### src/hw/rtl/afp_pkg.sv
// shared types and constants for the ascii pose frame parser
// no dependencies; used by afp_store, afp_field and ascii_pose_frame_parser
`timescale 1ns / 1ps
`default_nettype none

package afp_pkg;

	localparam logic [7:0] CHAR_START = 8'h53;
	localparam logic [7:0] CHAR_END   = 8'h45;
	localparam logic [7:0] CHAR_PLUS  = 8'h2B;
	localparam logic [7:0] CHAR_MINUS = 8'h2D;
	localparam logic [7:0] CHAR_SPACE = 8'h20;
	localparam logic [7:0] CHAR_TAB   = 8'h09;
	localparam logic [7:0] CHAR_CR    = 8'h0D;
	localparam logic [7:0] CHAR_ZERO  = 8'h30;
	localparam logic [7:0] CHAR_NINE  = 8'h39;

	// only the first sixteen bytes of a frame are ever parsed
	localparam int STORE_DEPTH = 16;
	localparam int FIELD_LEN   = 4;
	localparam int Y_AT        = 0;
	localparam int X_AT        = 8;
	localparam int THETA_AT    = 12;

	localparam int POSE_OFFSET = 5000;
	localparam int VALUE_W     = 15;
	localparam int RESULT_W    = 14;

	typedef logic [7:0] char_t;
	typedef logic [STORE_DEPTH-1:0][7:0] store_t;
	typedef logic [FIELD_LEN-1:0][7:0] field_t;
	typedef logic signed [VALUE_W-1:0] value_t;
	typedef logic signed [RESULT_W-1:0] result_t;

endpackage

`default_nettype wire

### src/hw/rtl/ascii_pose_frame_parser.sv
// top level of the ascii pose frame parser: byte store, field parsers, result register
// depends on afp_pkg, afp_store and afp_field
`timescale 1ns / 1ps
`default_nettype none

// Takes one received byte per beat on rx_byte and accepts a new beat every cycle
// unless a finished result is still held by a stalled result port. 'S' restarts
// the frame at entry 0 without clearing it, later bytes advance the write
// position while it stays within BUFFER_DEPTH, storing only entries 0-15, and 'E'
// parses y from bytes 0-3, x from 8-11 and theta from 12-15, clears the store and
// goes idle. An 'E' beat's result appears in the cycle after its acceptance; the
// parse is a single combinational pass from the byte store into the result register.
// Results are x-5000, y-5000 and 5000-theta as 14-bit two's complement.

module ascii_pose_frame_parser #(
	parameter int BUFFER_DEPTH = 32
) (
	input  wire                     clk,
	input  wire                     arst_n,
	input  wire                     rx_valid,
	output logic                    rx_stall,
	input  wire  [7:0]              rx_byte,
	output logic                    res_valid,
	input  wire                     res_stall,
	output logic signed [13:0]      x_error,
	output logic signed [13:0]      y_error,
	output logic signed [13:0]      heading_error
);

	logic             beat;
	logic             is_end;
	afp_pkg::store_t  frame;
	afp_pkg::value_t  y_val;
	afp_pkg::value_t  x_val;
	afp_pkg::value_t  t_val;
	logic             res_valid_q;
	afp_pkg::result_t x_error_q;
	afp_pkg::result_t y_error_q;
	afp_pkg::result_t heading_error_q;

	assign rx_stall = res_valid_q && res_stall;
	assign beat     = rx_valid && !rx_stall;
	assign is_end   = (rx_byte == afp_pkg::CHAR_END);

	afp_store #(
		.BUFFER_DEPTH(BUFFER_DEPTH)
	) u_store (
		.clk    (clk),
		.arst_n (arst_n),
		.beat   (beat),
		.rx_byte(rx_byte),
		.frame  (frame)
	);

	afp_field u_y (
		.chars(frame[afp_pkg::Y_AT +: afp_pkg::FIELD_LEN]),
		.value(y_val)
	);

	afp_field u_x (
		.chars(frame[afp_pkg::X_AT +: afp_pkg::FIELD_LEN]),
		.value(x_val)
	);

	afp_field u_t (
		.chars(frame[afp_pkg::THETA_AT +: afp_pkg::FIELD_LEN]),
		.value(t_val)
	);

	always_ff @(posedge clk or negedge arst_n) begin
		if (!arst_n) begin
			res_valid_q <= 1'b0;
		end else if (beat && is_end) begin
			res_valid_q <= 1'b1;
		end else if (!res_stall) begin
			res_valid_q <= 1'b0;
		end
	end

	always_ff @(posedge clk) begin
		if (beat && is_end) begin
			x_error_q       <= afp_pkg::RESULT_W'(16'(x_val) - 16'(afp_pkg::POSE_OFFSET));
			y_error_q       <= afp_pkg::RESULT_W'(16'(y_val) - 16'(afp_pkg::POSE_OFFSET));
			heading_error_q <= afp_pkg::RESULT_W'(16'(afp_pkg::POSE_OFFSET) - 16'(t_val));
		end
	end

	assign res_valid     = res_valid_q;
	assign x_error       = x_error_q;
	assign y_error       = y_error_q;
	assign heading_error = heading_error_q;

endmodule

`default_nettype wire

### src/hw/rtl/afp_store.sv
// frame byte store and write position for the ascii pose frame parser
// depends on afp_pkg
`timescale 1ns / 1ps
`default_nettype none

module afp_store #(
	parameter int BUFFER_DEPTH = 32
) (
	input  wire              clk,
	input  wire              arst_n,
	input  wire              beat,
	input  afp_pkg::char_t   rx_byte,
	output afp_pkg::store_t  frame
);

	localparam int PosW = $clog2(BUFFER_DEPTH + 2);

	afp_pkg::store_t store_q;
	logic [PosW-1:0] pos_q;
	logic            is_start;
	logic            is_end;
	logic            wr_en;
	logic [PosW-1:0] wr_at;

	assign is_start = (rx_byte == afp_pkg::CHAR_START);
	assign is_end   = (rx_byte == afp_pkg::CHAR_END);
	// position p in 1..BUFFER_DEPTH writes entry p-1 if below STORE_DEPTH; zero is idle
	assign wr_en    = beat && !is_start && !is_end && (pos_q != '0)
	                  && (pos_q <= PosW'(BUFFER_DEPTH));
	assign wr_at    = pos_q - PosW'(1);
	assign frame    = store_q;

	always_ff @(posedge clk or negedge arst_n) begin
		if (!arst_n) begin
			pos_q <= '0;
		end else if (beat) begin
			if (is_start) begin
				pos_q <= PosW'(1);
			end else if (is_end) begin
				pos_q <= '0;
			end else if (wr_en) begin
				pos_q <= pos_q + PosW'(1);
			end
		end
	end

	// bytes past the parsed window only advance the position
	always_ff @(posedge clk or negedge arst_n) begin
		if (!arst_n) begin
			store_q <= '0;
		end else if (beat && is_end) begin
			store_q <= '0;
		end else begin
			for (int e = 0; e < afp_pkg::STORE_DEPTH; e++) begin
				if (wr_en && wr_at == PosW'(e)) begin
					store_q[e] <= rx_byte;
				end
			end
		end
	end

endmodule

`default_nettype wire

### src/hw/rtl/afp_field.sv
// decimal parse of one four-character field: blanks, optional sign, digits
// depends on afp_pkg
`timescale 1ns / 1ps
`default_nettype none

module afp_field (
	input  afp_pkg::field_t  chars,
	output afp_pkg::value_t  value
);

	logic        skipping;
	logic        collecting;
	logic        neg;
	logic        take;
	logic [13:0] mag;
	afp_pkg::char_t c;

	always_comb begin
		skipping   = 1'b1;
		collecting = 1'b1;
		neg        = 1'b0;
		mag        = '0;
		take       = 1'b0;
		c          = '0;
		for (int i = 0; i < afp_pkg::FIELD_LEN; i++) begin
			c    = chars[i];
			take = 1'b0;
			if (skipping) begin
				if (!(c == afp_pkg::CHAR_SPACE ||
				      (c >= afp_pkg::CHAR_TAB && c <= afp_pkg::CHAR_CR))) begin
					skipping = 1'b0;
					if (c == afp_pkg::CHAR_PLUS || c == afp_pkg::CHAR_MINUS) begin
						neg = (c == afp_pkg::CHAR_MINUS);
					end else begin
						take = 1'b1;
					end
				end
			end else begin
				take = 1'b1;
			end
			// first non-digit ends the field, fraction included
			if (take && collecting) begin
				if (c >= afp_pkg::CHAR_ZERO && c <= afp_pkg::CHAR_NINE) begin
					mag = (mag * 14'd10) + {10'd0, c[3:0]};
				end else begin
					collecting = 1'b0;
				end
			end
		end
	end

	assign value = neg ? -$signed({1'b0, mag}) : $signed({1'b0, mag});

endmodule

`default_nettype wire
### config.mk
export PLATFORM = sky130hd
export DESIGN_NAME = ascii_pose_frame_parser
export DESIGN_NICKNAME = d
export VERILOG_FILES = /design/src/hw/rtl/afp_pkg.sv /design/src/hw/rtl/ascii_pose_frame_parser.sv /design/src/hw/rtl/afp_store.sv /design/src/hw/rtl/afp_field.sv
export SDC_FILE = /design/constraint.sdc
export NUM_CORES = 1
export LEC_CHECK = 0
export BUFFER_PORTS_ARGS = -buffer_cell sky130_fd_sc_hd__clkbuf_2
export CORE_ASPECT_RATIO = 2
export CORE_MARGIN = 2
export CORE_UTILIZATION = 50
export CTS_CLUSTER_DIAMETER = 150
export DETAILED_ROUTE_END_ITERATION = 10
export HOLD_SLACK_MARGIN = 0.08
export PLACE_DENSITY = 0.73
export SLEW_MARGIN = 10
export SYNTH_ARGS = -nofsm -noshare
export SYNTH_HDL_FRONTEND = slang
export SYNTH_SLANG_ARGS = --single-unit
### constraint.sdc
create_clock -name clk -period 7.8 [get_ports clk]
set_input_delay 1.17 -clock clk [delete_from_list [all_inputs] [get_ports clk]]
set_output_delay 1.17 -clock clk [all_outputs]
set_load 0.005 [all_outputs]
==> run metrics <==
max incr delay on CP between 0.5 and 0.6 ns; Worst Setup SP u_store.frame[71]; clk sinks ~150; Main synth FF type dfrtp_1; Final setup viols 0; R2R depth 31; Setup Crit Path Kind register to register; critical path's slowest cell fa_2; post-synth top area share 0.153; DP HPWL between 30000 and 40000 um; critical path depth in cells 31; setup TNS 0 ns; synthesized area per cell 8.18 um2; area leader, netlist dfrtp_1; placed cells 2537; switch share 0.426; Skew-Pair Late Insertion Delay ~0.44 ns; Switch Pwr about 1.5 mW; Detailed Route Iter0 Violations 950; ranking of synthesized cells by area dfrtp_1, ha_1, edfxtp_1, nand2_1, xnor2_1; Syn-to-layout area delta 13.4%; Seq cells post-synth approximately 150; NumNets Final 2316; total CTS buffers 17; Synth Net Count 2233; fin util 0.571; Int Pwr around 2.0 mW; Post-Synthesis Cells a little over 2k; Setup crit end x_error[13]; routed len/inst 19.4 um; ys async rst share 0.710; Die ar. roughly 35000 um2; count leader, synth nand2_1; Peak VDD IR 149 uV; Largest delay share family, worst path simple AND/OR/NAND/NOR gates; layout cells sized above 1 0.159; Yosys warnings 0; Chip Width about 130 um; Hold/Removal Path Class register to register; Layout Skew 0.00861 ns; Pre-antenna DRT Iters 5; Final Slew Violations 0; Least-Margin Pin Slew approximately 1.1 ns; pwr dens about 180 nW/um2; drt total wl a little over 50000 um; Avg Vias per Cell about 6.3; clk buf depth 2; pin count of the biggest net entering global routing 64; sequential fraction of the synthesis area 0.228; first-pass GRT wire length 80000 um; most instantiated cells after synthesis nand2_1, nor2_1, ha_1, o21ai_0, dfrtp_1; Residual DRC 0; clk slew on worst S/H paths roughly 0.06 ns; worst reg2reg setup slack between 0.2 and 0.25 ns; Final Wtd Congestion 0.971; CTS hold repair buffers 0; cell mode on critical path ha_1; Root Buffer clkbuf_16; I/O Pins 56; worst endpoint required time 7.99 ns; Max Freq roughly 130 MHz; Die H approximately 260 um; status complete, no violations; Final Instance Count excl. Fillers ~2.6k; fin crit share 0.972; H-tree depth 4; leakage power 8.29 nW; startpoint type of the worst setup path register; combinational fraction of design power 0.383; CP Max Fanout 5; Initial Util 0.503; Hold Vio Cnt, Final 0; Tmin final 7.58 ns; GRT Total Usage 0.281; initial antenna violation count 0; worst rel slew slack 0.247; RR Startpoint u_store.frame[71]; number of I/O port buffers between 50 and 60; sequential fraction of design power 0.373; Tot Pwr between 3 and 4 mW; MaxCap Viol Count 0; crit path DAT a little under 8 ns; RSZ-0062 raised after global routing true; Post-Syn Area between 15000 and 20000 um2; ant diodes 0; ANT nets after route 0; row count 95; Critical Path Sink Type register; reg2reg end x_error[13]; crit path buf inv count 2; Clock Power Share 0.244; CTS tree yes; total gr overflow 0; vias 16.3k; number of global-route vias before repair 16.4k; Yosys cell types around 110; Core Region approximately 33000 um2; Post-synth EDFFs 42
[final cells by class]
class	count	area (um2)
clock inverter	12	143
sequential	145	3840
clock buffer	20	468
multi-input combinational	1737	12700
tap	436	546
inverter	83	313
timing repair buffer	156	1040
fill	3021	14300
[power groups by stage]
stage / Combinational, mW / Sequential (mW) / Clock [mW]
after floorplan: 1.01 / 1.16 / 0
after global placement: 1.23 / 1.28 / 0
after detailed placement: 1.27 / 1.29 / 0
after CTS: 1.28 / 1.29 / 0.853
after global routing: 1.48 / 1.33 / 0.885
final: 1.33 / 1.30 / 0.847
[how the worst min path moves through the flow]
stage / startpoint / to / slack, ns / cells past startpoint
after floorplan: u_store.frame[126] / u_store.frame[126] / 0.49 / 2
after global placement: res_valid / res_valid / 0.49 / 2
after detailed placement: res_valid / res_valid / 0.50 / 2
after CTS: res_valid / res_valid / 0.52 / 2
after global routing: u_store.frame[93] / u_store.frame[93] / 0.56 / 2
final: res_valid / res_valid / 0.52 / 2
[tightest hold or removal path, cell delays in order (launching register included)]
cell and delay [ns]:
dfrtp_1 0.35, nand2_1 0.08, nand2_1 0.06
[cell families after synthesis]
logic type / count (synthesis) / synth area share
AND/OR/NAND/NOR: 806 / 0.248
AO/OA/AOI/OAI: 529 / 0.217
buffers and inverters: 175 / 0.0405
XOR/XNOR: 172 / 0.0954
adder cells (fa/ha/maj): 164 / 0.130
flip-flops: 145 / 0.228
multiplexers: 66 / 0.0410
[placed cells by master (no fill, tap or decap), drive strengths merged, types with 42 or more instances in the layout]
master,n
xor2,69
o21ai,144
ha,146
nand3,59
a21oi,98
nor2,178
mux2i,56
nor3,53
xnor2,96
nand2,237
clkbuf,74
edfxtp,42
dfrtp,103
buf,102
inv,88
[registers in the layout (all words and copies together), names as in the netlist]
register / flops
u_store.pos_q: 6
x_error: 14
res_valid: 1
heading_error: 14
u_store.frame: 96
y_error: 14
[per-stage QoR]
step / setup slack, ns / area (um2) / hold slack, ns
final: 0.216 / 19100 / 0.517
after global routing: -0.138 / 19100 / 0.562
after CTS: 0.00134 / 18500 / 0.516
after detailed placement: -0.134 / 17900 / 0.503
after global placement: 0.0805 / 17900 / 0.488
after floorplan: 0.157 / 16800 / 0.487
[timing repair]
action,CTS,global route
setup buffers,3,17
endpoints found under the setup margin,5,15
gates resized for setup,9,83
pin swaps,1,23
[per-layer routing]
layer | share of wire | global-route usage
met4 | 0.085 | 0.225
met5 | 0 | 0
met2 | 0.55 | 0.542
met3 | 0.032 | 0.0347
met1 | 0.34 | 0.256
Note: power is estimated with default switching activity, not from simulation.
